**src/design/dtwf_pkg.sv**
```systemverilog
`default_nettype none
// -----------------------------------------------------------------------------
// dtwf_pkg: shared types and constants of the DDS tuning word formatter
// Holds the divider widths, the command word tags and the reset values of the
// master clock derived terms.
// -----------------------------------------------------------------------------
package dtwf_pkg;

	localparam int NUM_W = 61;              // f*2^28 + mclk*500 fits below 2^61
	localparam int DEN_W = 42;              // mclk*1000 fits below 2^42
	localparam int QUO_W = 28;              // tuning word width
	localparam int CMP_W = DEN_W + QUO_W;   // width of a shifted divisor
	localparam int PH_W  = 12;              // phase word width
	localparam int SEG_W = 14;              // payload bits of one frequency word
	localparam int PH_SH = 7;               // phase scaled by 128
	localparam int PH_X_W = 41;             // signed phase*128 plus bias

	localparam int FIFO_DEPTH = 4;

	localparam logic [31:0]      MCLK_RESET = 32'd75000000;
	localparam logic [DEN_W-1:0] CLK_MULT   = 42'd1000;
	localparam logic [DEN_W-1:0] HALF_MULT  = 42'd500;
	localparam logic [DEN_W-1:0] DEN_RESET  = 42'd75000000000;
	localparam logic [DEN_W-1:0] HALF_RESET = 42'd37500000000;

	// round(w*4096/360000) = floor((w*128 + 5625) / 11250); the bias also adds
	// a whole number of turns so the dividend stays positive
	localparam logic [DEN_W-1:0]  PH_DIV  = 42'd11250;
	localparam logic [PH_X_W-1:0] PH_BIAS = 41'd276480005625;

	localparam logic [15:0] TAG_FREQ0  = 16'h4000;
	localparam logic [15:0] TAG_FREQ1  = 16'h8000;
	localparam logic [15:0] TAG_PHASE0 = 16'hC000;
	localparam logic [15:0] TAG_PHASE1 = 16'hE000;

	localparam logic ACT_FREQ  = 1'b0;
	localparam logic ACT_PHASE = 1'b1;

	typedef struct packed {
		logic             act;
		logic             sel;
		logic [NUM_W-1:0] num;
		logic [DEN_W-1:0] den;
	} item_t;

	typedef struct packed {
		logic             act;
		logic             sel;
		logic             clamp;
		logic [NUM_W-1:0] rem;
		logic [DEN_W-1:0] den;
		logic [QUO_W-1:0] quo;
	} dstage_t;

	typedef struct packed {
		logic             act;
		logic             sel;
		logic             clamp;
		logic [QUO_W-1:0] quo;
	} res_t;

endpackage
`default_nettype wire

```
**src/design/dtwf_front.sv**
```systemverilog
`default_nettype none
// -----------------------------------------------------------------------------
// dtwf_front: request intake and classification
// Holds the clock register, forms dividend and divisor per request and
// queues them for the divider.
// -----------------------------------------------------------------------------
module dtwf_front #(
	parameter int DEPTH = dtwf_pkg::FIFO_DEPTH
) (
	input  wire                    clk,
	input  wire                    arst_n,
	input  wire                    cfg_valid,
	output logic                   cfg_ready,
	input  wire  [31:0]            cfg_data,
	input  wire                    push,
	output logic                   full,
	input  wire                    action,
	input  wire                    reg_select,
	input  wire  [31:0]            target_freq,
	input  wire  signed [31:0]     phase_millideg,
	output logic                   out_valid,
	input  wire                    out_ready,
	output dtwf_pkg::item_t        out_item
);
	import dtwf_pkg::*;

	localparam int AW = $clog2(DEPTH);
	localparam int CW = $clog2(DEPTH + 1);

	logic [DEN_W-1:0]  den_q;
	logic [DEN_W-1:0]  half_q;
	item_t             new_item;
	logic [PH_X_W-1:0] ph_x;
	item_t             mem_q [DEPTH];
	logic [AW-1:0]     wr_q, rd_q;
	logic [CW-1:0]     cnt_q;
	logic              wr_en, rd_en;

	assign cfg_ready = 1'b1;

	// a zero clock is ignored
	always_ff @(posedge clk or negedge arst_n) begin
		if (!arst_n) begin
			den_q  <= DEN_RESET;
			half_q <= HALF_RESET;
		end else if (cfg_valid && cfg_data != 32'd0) begin
			den_q  <= DEN_W'({10'd0, cfg_data} * CLK_MULT);
			half_q <= DEN_W'({10'd0, cfg_data} * HALF_MULT);
		end
	end

	assign ph_x = {{(PH_X_W - 32 - PH_SH){phase_millideg[31]}}, phase_millideg,
		{PH_SH{1'b0}}} + PH_BIAS;

	always_comb begin
		new_item.act = action;
		new_item.sel = reg_select;
		if (action == ACT_FREQ) begin
			new_item.num = {1'b0, target_freq, {QUO_W{1'b0}}} + NUM_W'(half_q);
			new_item.den = den_q;
		end else begin
			new_item.num = NUM_W'(ph_x);
			new_item.den = PH_DIV;
		end
	end

	assign full      = (cnt_q == CW'(DEPTH));
	assign out_valid = (cnt_q != '0);
	assign out_item  = mem_q[rd_q];
	assign wr_en     = push && !full;
	assign rd_en     = out_valid && out_ready;

	always_ff @(posedge clk) begin
		if (wr_en) begin
			mem_q[wr_q] <= new_item;
		end
	end

	always_ff @(posedge clk or negedge arst_n) begin
		if (!arst_n) begin
			wr_q  <= '0;
			rd_q  <= '0;
			cnt_q <= '0;
		end else begin
			if (wr_en) begin
				wr_q <= (wr_q == AW'(DEPTH - 1)) ? '0 : wr_q + 1'b1;
			end
			if (rd_en) begin
				rd_q <= (rd_q == AW'(DEPTH - 1)) ? '0 : rd_q + 1'b1;
			end
			if (wr_en && !rd_en) begin
				cnt_q <= cnt_q + 1'b1;
			end else if (rd_en && !wr_en) begin
				cnt_q <= cnt_q - 1'b1;
			end
		end
	end

endmodule
`default_nettype wire

```
**config.mk**
```make
export PLATFORM = sky130hd
export DESIGN_NAME = dtwf_front
export DESIGN_NICKNAME = d
export VERILOG_FILES = /design/src/design/dtwf_pkg.sv /design/src/design/dtwf_front.sv
export SDC_FILE = /design/constraint.sdc
export NUM_CORES = 1
export LEC_CHECK = 0
export BUFFER_PORTS_ARGS = -buffer_cell sky130_fd_sc_hd__buf_2
export CAP_MARGIN = 15
export CORE_MARGIN = 2
export CORE_UTILIZATION = 35
export CTS_CLUSTER_SIZE = 30
export DETAILED_ROUTE_END_ITERATION = 10
export HOLD_SLACK_MARGIN = 0.06
export PLACE_DENSITY = 0.58
export SETUP_SLACK_MARGIN = 0.15
export SLEW_MARGIN = 10
export SYNTH_ARGS = -nofsm -noshare
export SYNTH_HDL_FRONTEND = slang
export SYNTH_SLANG_ARGS = --single-unit
```
**constraint.sdc**
```tcl
create_clock -name clk -period 4 [get_ports clk]
set_clock_uncertainty 0.2 [all_clocks]
set_input_delay 0.2 -clock clk [delete_from_list [all_inputs] [get_ports clk]]
set_output_delay 0.2 -clock clk [all_outputs]
set_load 0.02 [all_outputs]
```
==> impl_metrics.json <==
{
  "status": "finished with violations",
  "violations": "setup timing",
  "fillCellCount": 6036,
  "drive_gt1_frac": 0.357,
  "ys_types": 79,
  "dp_slack_ns": -0.776,
  "dr_wl_met3_um": 1810,
  "ys.flop_type": "edfxtp_1",
  "crit_slowest_cell": "fa_1",
  "clkLatencyLatePin_ns": 0.54,
  "crit_path_max_fanout": 4,
  "wl_per_cell_um": 18.4,
  "rsz0062_at_grt": "true",
  "async_reset_ff_frac": 0.108,
  "tritoncts": "yes",
  "grt_pass1_wl_um": 88300,
  "syn_inst": 1698,
  "crit_top_cell": "fa_1",
  "maxCapViolCount": 0,
  "finalCritPeriodShare": 1.02,
  "synth_area_sq_mm": 0.0239,
  "cts_max_level": 2,
  "clock_path_buffers": 3,
  "maxSlewHeadroom": 0.344,
  "highest_layer": "met5",
  "initial_core_util": 0.354,
  "worstMarginPinSlew_ns": 0.977,
  "grt_overflow": 0,
  "vias": 15000,
  "final_nets": 2506,
  "wl_met1_um": 25700,
  "period_needed_ns": 4.07,
  "cts_made_buffers": 42,
  "synth-edff-count": 380,
  "drc": 0,
  "syn_avg_cell_area_sq_um": 14.1,
  "grt_usage": 0.160,
  "synth_warnings": 0,
  "wl_um": 56500,
  "cp-start-kind": "primary input",
  "die_height_um": 265,
  "final-max-slew-violation-count": 0,
  "grt_antenna_before_repair": 2,
  "area_growth_pct": 27.4,
  "drtIter0Drc": 754,
  "cp_top_family": "adder cells",
  "finalHoldViolCount": 0,
  "route.met2.wl_um": 27900,
  "crit_start": "cfg_data[3]",
  "setup_slack_ns": -0.0690,
  "dieArea_sq_mm": 0.0703,
  "worstReg2RegStart": "half_q[28]",
  "endpoint_kind": "flop",
  "grt_max_degree": 96,
  "arrival_ns": 4.30,
  "io_buffer_count": 206,
  "hp-class": "in2async",
  "gp_congestion": 0.859,
  "rows": 95,
  "peakVddDrop_uv": 465,
  "crit_path_cell_trace": "buf_8, clkinvlp_4, buf_6, fa_1, fa_1, fa_1, fa_1, inv_2, ha_4, a21oi_4, buf_6, nand2_4, o32a_1, a21o_1, a21oi_4, o211ai_1, xnor2_1, o21ai_1",
  "drt-pass1-iter-count": 5,
  "fmax_mhz": 246,
  "max_stage_delay_ns": 0.51,
  "worstSetupPathType": "in2reg",
  "p_per_area_mw_per_mm2": 830,
  "path_buf_inv": 5,
  "vias_per_cell": 4.90,
  "setup_violations": 10,
  "die_w_um": 265,
  "grt_pass1_vias": 15800,
  "clock-sinks": 426,
  "antenna_left": 0,
  "synth_seq_area_share": 0.527,
  "hpwl_um": 40500,
  "p_leak_nw": 11.9,
  "ioPinCount": 211,
  "clock-root-buffer": "clkbuf_16",
  "design.core.area_sq_mm": 0.0674,
  "totalPowerFinal_mw": 25.2,
  "final_common_cell": "edfxtp_1",
  "ys_seq_elements": 426,
  "clkTransAtPathRegs_ns": 0.06,
  "cp.required_ns": 4.23,
  "final_cell_mix": "edfxtp_1, buf_4, buf_2, inv_1, fa_1"
}
[layer usage]
layer | vias up | track usage
li1 | 7110 | -
met1 | 7576 | 0.217
met2 | 274 | 0.274
met3 | 64 | 0.0154
met4 | 2 | 0.0418
met5 | - | 0
[synth_stat cells, drive strengths merged, types with 11 or more instances]
master  instances  share of area
dfstp          15          0.017
nor2b          45          0.012
xor2           33          0.012
nand2          99          0.016
buf            29         0.0066
clkbuf         44         0.0069
dfrtp          31          0.032
o21ai          71          0.016
nand4          22         0.0058
mux2           12         0.0057
inv           189          0.030
fa            118          0.099
mux4           95          0.090
a211oi         11         0.0037
nand3          21         0.0044
nor3           15         0.0031
edfxtp        380           0.48
a21oi          62          0.013
ha            123          0.064
xnor2          43          0.016
a21o           46          0.014
nor2           59         0.0095
[layout make-up]
type | count | area [sq um] | area share
antenna | 2 | 5.00 | 0.000165
timing repair buffer | 491 | 3560 | 0.117
tap | 873 | 1090 | 0.0359
multi-input combinational | 1012 | 11000 | 0.363
inverter | 189 | 773 | 0.0254
clock buffer | 54 | 1160 | 0.0381
clock inverter | 22 | 204 | 0.00671
sequential | 426 | 12600 | 0.414
[timing repair]
item                       4_1_cts  5_1_grt
pin swaps                       50       71
resized for setup               71       83
buffers inserted                19       22
hold buffers                    56        0
setup endpoints to repair       19       24
hold endpoints to repair       244        0
[cells by family (layout without fill, tap and decap cells)]
kind of cell / after synthesis / after routing / synth area share
adder cells (fa/ha/maj): 241 / 241 / 0.163
XOR/XNOR: 76 / 76 / 0.0279
flip-flops: 426 / 426 / 0.527
multiplexers: 112 / 112 / 0.0974
AO/OA/AOI/OAI: 256 / 256 / 0.0724
buffers and inverters: 262 / 756 / 0.0432
AND/OR/NAND/NOR: 323 / 323 / 0.0685
other: 2 / 6 / 0.000315
[worst min-delay path, stage by stage]
cell           delay, ns
dlygate4sd3_1       0.52
buf_2               0.09
buf_4               0.45
[path summary, 6_finish.rpt]
path	end	depth (start not counted)	slack (ns)
setup / recovery	half_q[26]	18	-0.07
hold / removal	cnt_q[1]	3	0.07
setup reg to reg	mem_q[1][98]	11	0.41
hold reg to reg	half_q[4]	2	0.27
max in group asynchronous	rd_q[1]	3	3.09
min in group clk	mem_q[1][71]	4	0.08
[where the power goes]
group          internal, mW  switching (mW)
registers              6.34           0.594
logic                  6.84            7.57
clock network          2.30            1.61
total                  15.5            9.77
[state kept, by name, indices dropped and copies added (netlist names)]
name / cells
cnt_q: 3
half_q: 39
mem_q: 380
rd_q: 2
wr_q: 2
[per-stage QoR]
step	TNS [ns]	instance area (sq um)	hold slack, ns	util	instances
2_1_floorplan	-2.88	24300	-0.296	-	1700
3_3_place_gp	-12.39	27500	0.110	0.408	2894
3_5_place_dp	-13.85	27500	0.120	0.408	2894
4_1_cts	-0.376	29900	0.0611	0.444	3045
5_1_grt	-1.91	30400	0.0921	0.451	3068
6_report	-0.407	30400	0.0692	0.451	3069
No activity file was read; power rests on OpenSTA's default activity.
