<file path="src/design/dtwf_pkg.sv">
`default_nettype none
// -----------------------------------------------------------------------------
// dtwf_pkg: shared types and constants of the DDS tuning word formatter
// Holds the divider widths, the command word tags and the reset values of the
// master clock derived terms.
// -----------------------------------------------------------------------------
package dtwf_pkg;

	localparam int NUM_W = 61;              // f*2^28 + mclk*500 fits below 2^61
	localparam int DEN_W = 42;              // mclk*1000 fits below 2^42
	localparam int QUO_W = 28;              // tuning word width
	localparam int CMP_W = DEN_W + QUO_W;   // width of a shifted divisor
	localparam int PH_W  = 12;              // phase word width
	localparam int SEG_W = 14;              // payload bits of one frequency word
	localparam int PH_SH = 7;               // phase scaled by 128
	localparam int PH_X_W = 41;             // signed phase*128 plus bias

	localparam int FIFO_DEPTH = 4;

	localparam logic [31:0]      MCLK_RESET = 32'd75000000;
	localparam logic [DEN_W-1:0] CLK_MULT   = 42'd1000;
	localparam logic [DEN_W-1:0] HALF_MULT  = 42'd500;
	localparam logic [DEN_W-1:0] DEN_RESET  = 42'd75000000000;
	localparam logic [DEN_W-1:0] HALF_RESET = 42'd37500000000;

	// round(w*4096/360000) = floor((w*128 + 5625) / 11250); the bias also adds
	// a whole number of turns so the dividend stays positive
	localparam logic [DEN_W-1:0]  PH_DIV  = 42'd11250;
	localparam logic [PH_X_W-1:0] PH_BIAS = 41'd276480005625;

	localparam logic [15:0] TAG_FREQ0  = 16'h4000;
	localparam logic [15:0] TAG_FREQ1  = 16'h8000;
	localparam logic [15:0] TAG_PHASE0 = 16'hC000;
	localparam logic [15:0] TAG_PHASE1 = 16'hE000;

	localparam logic ACT_FREQ  = 1'b0;
	localparam logic ACT_PHASE = 1'b1;

	typedef struct packed {
		logic             act;
		logic             sel;
		logic [NUM_W-1:0] num;
		logic [DEN_W-1:0] den;
	} item_t;

	typedef struct packed {
		logic             act;
		logic             sel;
		logic             clamp;
		logic [NUM_W-1:0] rem;
		logic [DEN_W-1:0] den;
		logic [QUO_W-1:0] quo;
	} dstage_t;

	typedef struct packed {
		logic             act;
		logic             sel;
		logic             clamp;
		logic [QUO_W-1:0] quo;
	} res_t;

endpackage
`default_nettype wire

</file>
<file path="src/design/dtwf_emit.sv">
`default_nettype none
// -----------------------------------------------------------------------------
// dtwf_emit: command word output stage
// Holds one finished result and hands out its one or two tagged words.
// -----------------------------------------------------------------------------
module dtwf_emit (
	input  wire              clk,
	input  wire              arst_n,
	input  wire              in_valid,
	output logic             in_ready,
	input  dtwf_pkg::res_t   in_res,
	output logic             empty,
	input  wire              pop,
	output logic [15:0]      command_word,
	output logic             last,
	output logic             clamped
);
	import dtwf_pkg::*;

	res_t res_q;
	logic vld_q;
	logic hi_q;
	logic done;

	assign last     = (res_q.act == ACT_PHASE) || hi_q;
	assign done     = vld_q && pop && last;
	assign in_ready = !vld_q || done;
	assign empty    = !vld_q;
	assign clamped  = (res_q.act == ACT_FREQ) && res_q.clamp;

	always_comb begin
		if (res_q.act == ACT_PHASE) begin
			command_word = (res_q.sel ? TAG_PHASE1 : TAG_PHASE0)
				| {{(16 - PH_W){1'b0}}, res_q.quo[PH_W-1:0]};
		end else if (hi_q) begin
			command_word = (res_q.sel ? TAG_FREQ1 : TAG_FREQ0)
				| {2'b00, res_q.quo[2*SEG_W-1:SEG_W]};
		end else begin
			command_word = (res_q.sel ? TAG_FREQ1 : TAG_FREQ0)
				| {2'b00, res_q.quo[SEG_W-1:0]};
		end
	end

	always_ff @(posedge clk) begin
		if (in_valid && in_ready) begin
			res_q <= in_res;
		end
	end

	always_ff @(posedge clk or negedge arst_n) begin
		if (!arst_n) begin
			vld_q <= 1'b0;
			hi_q  <= 1'b0;
		end else if (in_ready) begin
			vld_q <= in_valid;
			hi_q  <= 1'b0;
		end else if (vld_q && pop) begin
			hi_q <= 1'b1;
		end
	end

endmodule
`default_nettype wire

</file>
<file path="config.mk">
export PLATFORM = sky130hd
export DESIGN_NAME = dtwf_emit
export DESIGN_NICKNAME = d
export VERILOG_FILES = /design/src/design/dtwf_pkg.sv /design/src/design/dtwf_emit.sv
export SDC_FILE = /design/constraint.sdc
export NUM_CORES = 1
export LEC_CHECK = 0
export BUFFER_PORTS_ARGS = -buffer_cell sky130_fd_sc_hd__buf_2
export CORE_ASPECT_RATIO = 1.25
export CORE_MARGIN = 2
export CORE_UTILIZATION = 42
export CTS_CLUSTER_DIAMETER = 30
export DETAILED_ROUTE_END_ITERATION = 10
export MAX_ROUTING_LAYER = met4
export PLACE_DENSITY = 0.75
export SETUP_SLACK_MARGIN = 0.1
export SYNTH_ARGS = -nofsm -noshare
export SYNTH_HDL_FRONTEND = slang
export SYNTH_SLANG_ARGS = --single-unit
</file>
<file path="constraint.sdc">
create_clock -name clk -period 3.33 [get_ports clk]
set_input_delay 0.999 -clock clk [delete_from_list [all_inputs] [get_ports clk]]
set_output_delay 0.999 -clock clk [all_outputs]
set_load 0.05 [all_outputs]
</file>
==> out/results.tsv, run 1 <==
metric	value	unit
wl_per_cell	12.9	um
syn_area	1300	um2
ys.warnings.count	0	
ys_top_cells_by_count	edfxtp_1, mux2_4	
cpLargestDelayFamily	flip-flops	
cts_tree	built	
cp.required	2330	ps
run_status	completed	
yosys.area_share.adder	0	%
critical_path_buf_inv_count	1	
maxCapViolCount	0	
end_kind	output pin	
vias	743	
fmax	342	MHz
core-area	2950	um2
rsz0062_at_grt	false	
cts_buffers	5	
synth-seq-cells	33	
die-height	66.2	um
leakage	0.700	nW
relSlewSlack	62.3	%
cts_resized	0	
finalSetupViolations	0	
num_io_pins	55	
layout-drive-gt1-share	61.1	%
max_stage_delay	530	ps
ctsHoldBuffers	0	
yosysSeqAreaShare	75.5	%
gp_congestion	0.760	
finalWirelength	2.09	mm
crit_chain	nor2b_4 -> mux2_2 -> buf_2	
hpwlAfterDp	1.58	mm
synth_top_family_by_area	multiplexers	
detail_route.first_pass.iterations	4	
hp-class	input port to asynchronous set/reset pin	
via_per_inst	4.59	
fp-row-count	22	
vdd_ir_drop_max	0.309	mV
track_usage	14.1	%
synth_top_area_share	71.7	%
grt_pass1_wl	3.22	mm
die_area	3560	um2
synth_flop_cell	edfxtp_1	
grt_pass1_vias	781	
dpl_cell_area	1610	um2
start_kind	flop	
yosysMostFrequentCell	edfxtp_1	
fin_crit_sh	87.8	%
synth_edf_count	31	
ys_types	20	
synth-simple-area-share	5.11	%
post-route-drc-count	0	
die_w	53.7	um
worstMarginPinSlew	559	ps
crit_fanout	12	
n_antenna_cell	0	
slew_violations	0	
drtIter0Drc	32	
synthMuxAreaShare	14.8	%
powerDensity	518	nW/um2
async_flop_share	6.06	%
portBuffers	54	
fin_skew	3.97	ps
yosys.area_share.xor_xnor	0	%
cts_sinks	33	
cts_htree_levels	2	
areaGrowthSynthToFinish	27.6	%
netlist.top_cell.by_area	edfxtp_1	
grt_antenna_before_repair	0	
tns	0	ps
root_buffer	clkbuf_4	
netlist_instances	65	
path_class	flop to output pin	
min_period	2920	ps
synth.avg_cell_area	20.0	um2
final_nets	160	
crit_slowest_cell	edfxtp_1	
clock_path_buffers	2	
worstSkewPairLatency	320	ps
synth_compound_area_share	2.31	%
worstPathArrival	1920	ps
clkSlewWorstSetupHoldPaths	90	ps
drtAntennaViolNets	0	
synth_area_leaders	edfxtp_1, mux2_4, dfrtp_1	
start_util	44.1	%
syn_nets	100	
stdcell_area	1660	um2
grt_max_degree	32	
finalHoldViolCount	0	
cts_setup_buffers	0	
overflow	0	
-- cell usage in the layout, fill, tap and decap left out --
cell / netlist / final
nor2_1: 1 / 1
a21o_1: 1 / 1
clkinv_1: 0 / 2
mux2_4: 10 / 10
mux2_2: 2 / 2
buf_2: 0 / 54
or2b_1: 1 / 1
clkinv_2: 0 / 1
edfxtp_1: 31 / 31
clkbuf_4: 0 / 5
dfrtp_1: 2 / 2
nand2b_1: 1 / 1
or3b_1: 1 / 1
a21boi_4: 0 / 1
buf_4: 0 / 1
nor2b_4: 1 / 1
a21oi_1: 1 / 1
nand2_1: 2 / 2
or2_2: 2 / 2
mux2i_1: 2 / 2
inv_1: 1 / 1
o21ai_0: 2 / 2
nor2b_1: 1 / 1
-- worst paths after layout --
path                            from         endpoint  slack [ps]  depth (start not counted)
max                        res_q[30]  command_word[1]         410                          3
min                           arst_n             hi_q         440                          1
max reg2reg                res_q[30]         res_q[3]        1610                          3
min reg2reg                    vld_q             hi_q         600                          2
max in group asynchronous     arst_n            vld_q        2800                          1
min in group clk               vld_q             hi_q         600                          2
-- kinds of logic (layout without fill, tap and decap cells) --
kind of cell / count (synthesis) / after routing
compound gates: 5 / 5
buf+inv: 3 / 64
flops: 33 / 33
mux: 14 / 14
simple gates: 10 / 10
-- power by group --
group	internal, mW	switching [mW]
Sequential	0.484	0.0116
Combinational	0.0564	0.109
Clock	0.0761	0.121
-- per-stage QoR --
stage | util (%) | cells | power [mW] | hold slack (ps) | setup slack, ps
global placement | 54.6 | 154 | 0.667 | 562 | 696
CTS | 56.3 | 162 | 0.868 | 431 | 369
finish | 56.3 | 162 | 0.859 | 440 | 406
floorplan | - | 65 | 0.628 | 493 | 242
detailed placement | 54.6 | 154 | 0.673 | 590 | 641
global route | 56.3 | 162 | 0.896 | 424 | 284
-- flip-flops by register name (all words and copies together) (netlist names) --
name	count
hi_q	1
vld_q	1
res_q	31
-- worst register-to-register path, cell delays in order (launching register included) --
cell,delay [ps]
edfxtp_1,530
o21ai_0,290
a21boi_4,210
buf_4,350
-- cell type report --
cell class              count  area, um2
clock inverters             3       12.5
well taps                  36       45.0
fillers                   241       1290
clock buffers               5       37.5
flip-flops and latches     33        981
multi-input cells          29        300
repair buffers             55        278
inverters                   1       3.75
-- routing by layer --
| layer | part of all wire [%] | vias to the layer above | GRT usage, % | wire, um |
|---|---|---|---|---|
| li1 | - | 365 | - | - |
| met1 | 33 | 346 | 13.2 | 690 |
| met2 | 58 | 25 | 23.3 | 1200 |
| met3 | 6.8 | 7 | 6.11 | 141 |
| met4 | 2.5 | 0 | 7.69 | 53 |
| met5 | 0 | - | - | 0 |
Power figures use the tool's default switching activity.
==> run 2: changes to the inputs <==
- CORE_UTILIZATION: 42 -> 40
- PLACE_DENSITY: 0.75 -> 0.72
==> run 2 against run 1 <==
Sequential cell count unchanged. Non-clock buffer count unchanged. Wire length increased by 5.3%. Clock skew rose by 1.3 ps. Total power rose by 18%. Sequential power barely moved. Highest routed layer unchanged. Final cell count is 0.62% higher.
==> out/results.tsv, run 2 (synthesis results as in run 1) <==
metric	value	unit	change
run_status	completed		
fin_skew	5.22	ps	+1.25 ps
reg_top3	res_q (31), hi_q (1), vld_q (1)		
grt_pass1_vias	725		-7.2%
cts_sinks	33		unchanged
grt_max_degree	32		unchanged
power.internal	0.761	mW	+23%
worstSkewPairLatency	280	ps	-40 ps
hp-class	input port to asynchronous set/reset pin		
top_register	res_q		
final_cell_mix	buf_2, edfxtp_1, mux2_4		
post-route-drc-count	0		unchanged
wl_met3	117	um	-17%
ff2ff_setup_slack	1630	ps	+20 ps
stdcell_count	163		+0.62%
met2_length	1.34	mm	+11%
finalPower	1.01	mW	+18%
detail_route.first_pass.iterations	4		unchanged
fp-row-count	23		+4.5%
start_util	41.0	%	-3.1 points
finalHoldViolCount	0		unchanged
whs	494	ps	+53.9 ps
via_per_inst	4.50		-2.0%
hpwlAfterDp	1.65	mm	+4.8%
stdcell_area	1710	um2	+3.0%
power_frac_seq	49.1	%	-8.6 points
tns	0	ps	unchanged
cts_resized	0		unchanged
largest_reg_flops	31		unchanged
final_common_cell	buf_2		
wl_per_cell	13.5	um	+4.7%
gp_congestion	0.627		-17%
cp.required	2330	ps	about the same
final_nets	160		unchanged
cts_htree_levels	2		unchanged
leakage	0.718	nW	+2.6%
end_kind	output pin		
netSwitchingPower	0.249	mW	+2.7%
layout-drive-gt1-share	61.1	%	unchanged
cts_buffers	5		unchanged
slew_violations	0		unchanged
place_inst	155		+0.65%
drtAntennaViolNets	0		unchanged
fin_util	54.0	%	-2.3 points
dpl_cell_area	1600	um2	-0.39%
path_class	flop to output pin		
wl_met1	695	um	+0.72%
top_layer_used	met4		
fillers	282		+17%
finalSetupViolations	0		unchanged
clock_path_buffers	2		unchanged
start_kind	flop		
overflow	0		unchanged
clkPwrFrac	34.6	%	+12 points
rsz0062_at_grt	false		
num_io_pins	55		unchanged
root_buffer	clkbuf_8		
p_comb_share	16.3	%	-3.0 points
powerDensity	591	nW/um2	+14%
switching_share	24.7	%	-3.6 points
r2r_cells	3		unchanged
maxCapViolCount	0		unchanged
n_antenna_cell	0		unchanged
ctsHoldBuffers	0		unchanged
die_w	55.0	um	+2.3%
drtIter0Drc	21		-34%
finalWirelength	2.20	mm	+5.3%
dp_slack	685	ps	+44.3 ps
relSlewSlack	68.9	%	+6.6 points
vdd_ir_drop_max	0.400	mV	+29%
fmax	349	MHz	+2.1%
fin_crit_sh	86.0	%	-1.8 points
grt_pass1_wl	3.10	mm	-3.8%
vias	733		-1.3%
grt_antenna_before_repair	0		unchanged
cts_tree	built		
worstPathArrival	1860	ps	-60 ps
areaGrowthSynthToFinish	31.5	%	
portBuffers	54		unchanged
die-height	67.7	um	+2.3%
die_area	3720	um2	+4.7%
track_usage	13.1	%	-0.96 points
setup_slack	467	ps	+60.6 ps
worstMarginPinSlew	465	ps	-94.2 ps
clkSlewWorstSetupHoldPaths	60	ps	-30 ps
r2r-end	res_q[10]		
cts_setup_buffers	0		unchanged
crit_fanout	12		unchanged
min_period	2860	ps	-60.6 ps
r2r-start	res_q[30]		
core-area	3170	um2	+7.5%
## run 2: layout make-up
class	instances	area, um2	area share [%]
Timing Repair Buffer	55	278	16.3
Clock buffer	6	72.6	4.25
Inverter	1	3.75	0.220
Clock inverter	2	33.8	1.98
Multi-Input combinational cell	29	293	17.1
Tap cell	37	46.3	2.71
Sequential cell	33	981	57.4
## run 2: power groups by stage
stage / Combinational [mW] / Sequential [mW] / Clock (mW)
2_1_floorplan: 0.127 / 0.501 / 0
5_1_grt: 0.174 / 0.499 / 0.373
3_5_place_dp: 0.167 / 0.505 / 0
3_3_place_gp: 0.163 / 0.502 / 0
4_1_cts: 0.167 / 0.496 / 0.360
6_report: 0.165 / 0.496 / 0.349
## run 2: worst max path at each step
| stage | from | to | slack (ps) | cells past startpoint |
|---|---|---|---|---|
| 2_1_floorplan | pop | res_q[0] | 240 | 2 |
| 5_1_grt | res_q[30] | command_word[1] | 350 | 3 |
| 6_report | res_q[30] | command_word[1] | 470 | 3 |
| 3_3_place_gp | pop | in_ready | 750 | 4 |
| 4_1_cts | res_q[30] | command_word[1] | 420 | 3 |
| 3_5_place_dp | pop | in_ready | 690 | 4 |
## run 2: routing by layer
layer / up-vias / track usage (%)
met5: - / -
met4: 0 / 8.23
met3: 4 / 3.98
met2: 21 / 23.2
met1: 345 / 11.5
li1: 363 / -
## run 2: critical path, stage by stage (launching register included)
cell and delay [ps]:
edfxtp_1 530, nor2b_4 450, mux2_2 390, buf_2 210
==> run 3: changes to the inputs <==
- CTS_CLUSTER_SIZE: not set -> 14
- clock period: 3.33 -> 2.5 ns (I/O delays scaled with it)
==> run 3 against run 2 <==
Sequential power increased by 33%. Highest routed layer unchanged. Register-to-register slack got worse by 740 ps. First-iteration DRC count decreased by 4.8%. Non-clock buffer count increased by 4. Setup slack got worse by 300 ps. Critical path type unchanged.
==> out/results.tsv, run 3 (synthesis results as in run 1) <==
metric	value	unit	change
tns	0	ps	unchanged
setup_slack	165	ps	-301 ps
stdcell_area	1810	um2	+5.8%
path_class	flop to output pin		
finalWirelength	2.27	mm	+3.5%
grt_antenna_before_repair	0		unchanged
post-route-drc-count	0		unchanged
finalSetupViolations	0		unchanged
worstPathArrival	1580	ps	-280 ps
crit_slowest_cell	edfxtp_1		
num_io_pins	55		unchanged
cts_buffers	5		unchanged
fmax	428	MHz	
min_period	2330	ps	
leakage	0.756	nW	+5.4%
finalHoldViolCount	0		unchanged
grt_max_degree	32		unchanged
fin_util	57.1	%	+3.1 points
maxCapViolCount	0		unchanged
vdd_ir_drop_max	0.565	mV	+41%
areaGrowthSynthToFinish	39.1	%	
clkPwrFrac	27.4	%	-7.2 points
power_frac_seq	52.3	%	+3.2 points
die_area	3720	um2	unchanged
cp.required	1750	ps	-580 ps
cts_htree_levels	2		unchanged
n_antenna_cell	0		unchanged
cts_sinks	33		unchanged
slew_violations	0		unchanged
vias	770		+5.0%
end_kind	output pin		
crit_chain	nor2b_4 -> buf_12 -> mux2_2 -> buf_6		
relSlewSlack	73.9	%	+5.0 points
cts_tree	built		
hp-class	input port to asynchronous set/reset pin		
fin_skew	1.69	ps	-3.53 ps
final_nets	164		+2.5%
rsz0062_at_grt	true		
portBuffers	54		unchanged
place_inst	156		+0.65%
largest_reg_flops	31		unchanged
top_register	res_q		
wl_per_cell	13.7	um	+1.6%
fp-row-count	23		unchanged
finalPower	1.26	mW	+25%
final_common_cell	buf_2		
root_buffer	clkbuf_8		
powerDensity	699	nW/um2	+18%
start_util	41.0	%	unchanged
max_stage_delay	460	ps	-70 ps
stdcell_count	166		+1.8%
whs	254	ps	-240 ps
fillers	274		-2.8%
drtAntennaViolNets	0		unchanged
clkSlewWorstSetupHoldPaths	60	ps	about the same
dp_slack	294	ps	-392 ps
gp_congestion	0.711		+13%
fin_crit_sh	93.4	%	
netSwitchingPower	0.328	mW	+32%
die_w	55.0	um	unchanged
ctsHoldBuffers	0		unchanged
r2r-end	res_q[15]		
multiInputGateArea	300	um2	+2.6%
start_kind	flop		
dpl_cell_area	1620	um2	+0.94%
switching_share	25.9	%	+1.3 points
reg_top3	res_q (31), hi_q (1), vld_q (1)		
core-area	3170	um2	unchanged
detail_route.first_pass.iterations	4		unchanged
worstSkewPairLatency	270	ps	about the same
layout-drive-gt1-share	62.8	%	+1.7 points
clock_path_buffers	2		unchanged
grt_pass1_wl	3.17	mm	+2.2%
cp-startpoint	res_q[30]		
cpLargestDelayFamily	flip-flops		
grt_pass1_vias	708		-2.3%
p_comb_share	20.3	%	+4.0 points
die-height	67.7	um	unchanged
crit_fanout	6		-6
power.internal	0.935	mW	+23%
critical_path_buf_inv_count	2		+1
ff2ff_setup_slack	890	ps	-740 ps
track_usage	13.5	%	+0.40 points
hpwlAfterDp	1.63	mm	-1.8%
worstMarginPinSlew	391	ps	-74.4 ps
final-seq-area	982	um2	+0.13%
r2r_cells	4		+1
run_status	completed		
via_per_inst	4.64		+3.1%
drtIter0Drc	20		-4.8%
final_cell_mix	buf_2, edfxtp_1, mux2_4		
r2r-start	res_q[30]		
overflow	0		unchanged
run 3: how the worst max path moves through the flow:
stage	to	slack (ps)	cells past startpoint
2_1_floorplan	command_word[13]	110	2
3_3_place_gp	command_word[1]	310	4
3_5_place_dp	command_word[0]	290	4
4_1_cts	command_word[0]	120	4
5_1_grt	command_word[0]	90	4
6_report	command_word[0]	170	4
run 3: final cells by class:
class / instances / share of cell area (%)
sequential: 33 / 54.4
timing repair buffer: 59 / 22.0
multi-input combinational: 29 / 16.6
clock buffer: 6 / 4.02
tap: 37 / 2.56
clock inverter: 1 / 0.208
inverter: 1 / 0.208
run 3: routing by layer:
| layer | vias to the layer above | wire length (um) | GRT usage (%) |
|---|---|---|---|
| met1 | 372 | 717 | 12.1 |
| met5 | - | 0 | - |
| met4 | 0 | 47 | 8.84 |
| li1 | 370 | - | - |
| met3 | 4 | 97 | 5.09 |
| met2 | 24 | 1410 | 22.9 |
run 3: power groups by stage:
| stage | clock network [mW] | registers (mW) | logic (mW) |
|---|---|---|---|
| 2_1_floorplan | 0 | 0.666 | 0.170 |
| 3_3_place_gp | 0 | 0.670 | 0.222 |
| 3_5_place_dp | 0 | 0.672 | 0.226 |
| 4_1_cts | 0.362 | 0.661 | 0.231 |
| 5_1_grt | 0.388 | 0.664 | 0.270 |
| 6_report | 0.346 | 0.660 | 0.257 |
run 3: timing repair:
action,in CTS,in global routing
gates resized for setup,5,30
setup buffers,1,1
endpoints found under the setup margin,12,13
cloned,0,1
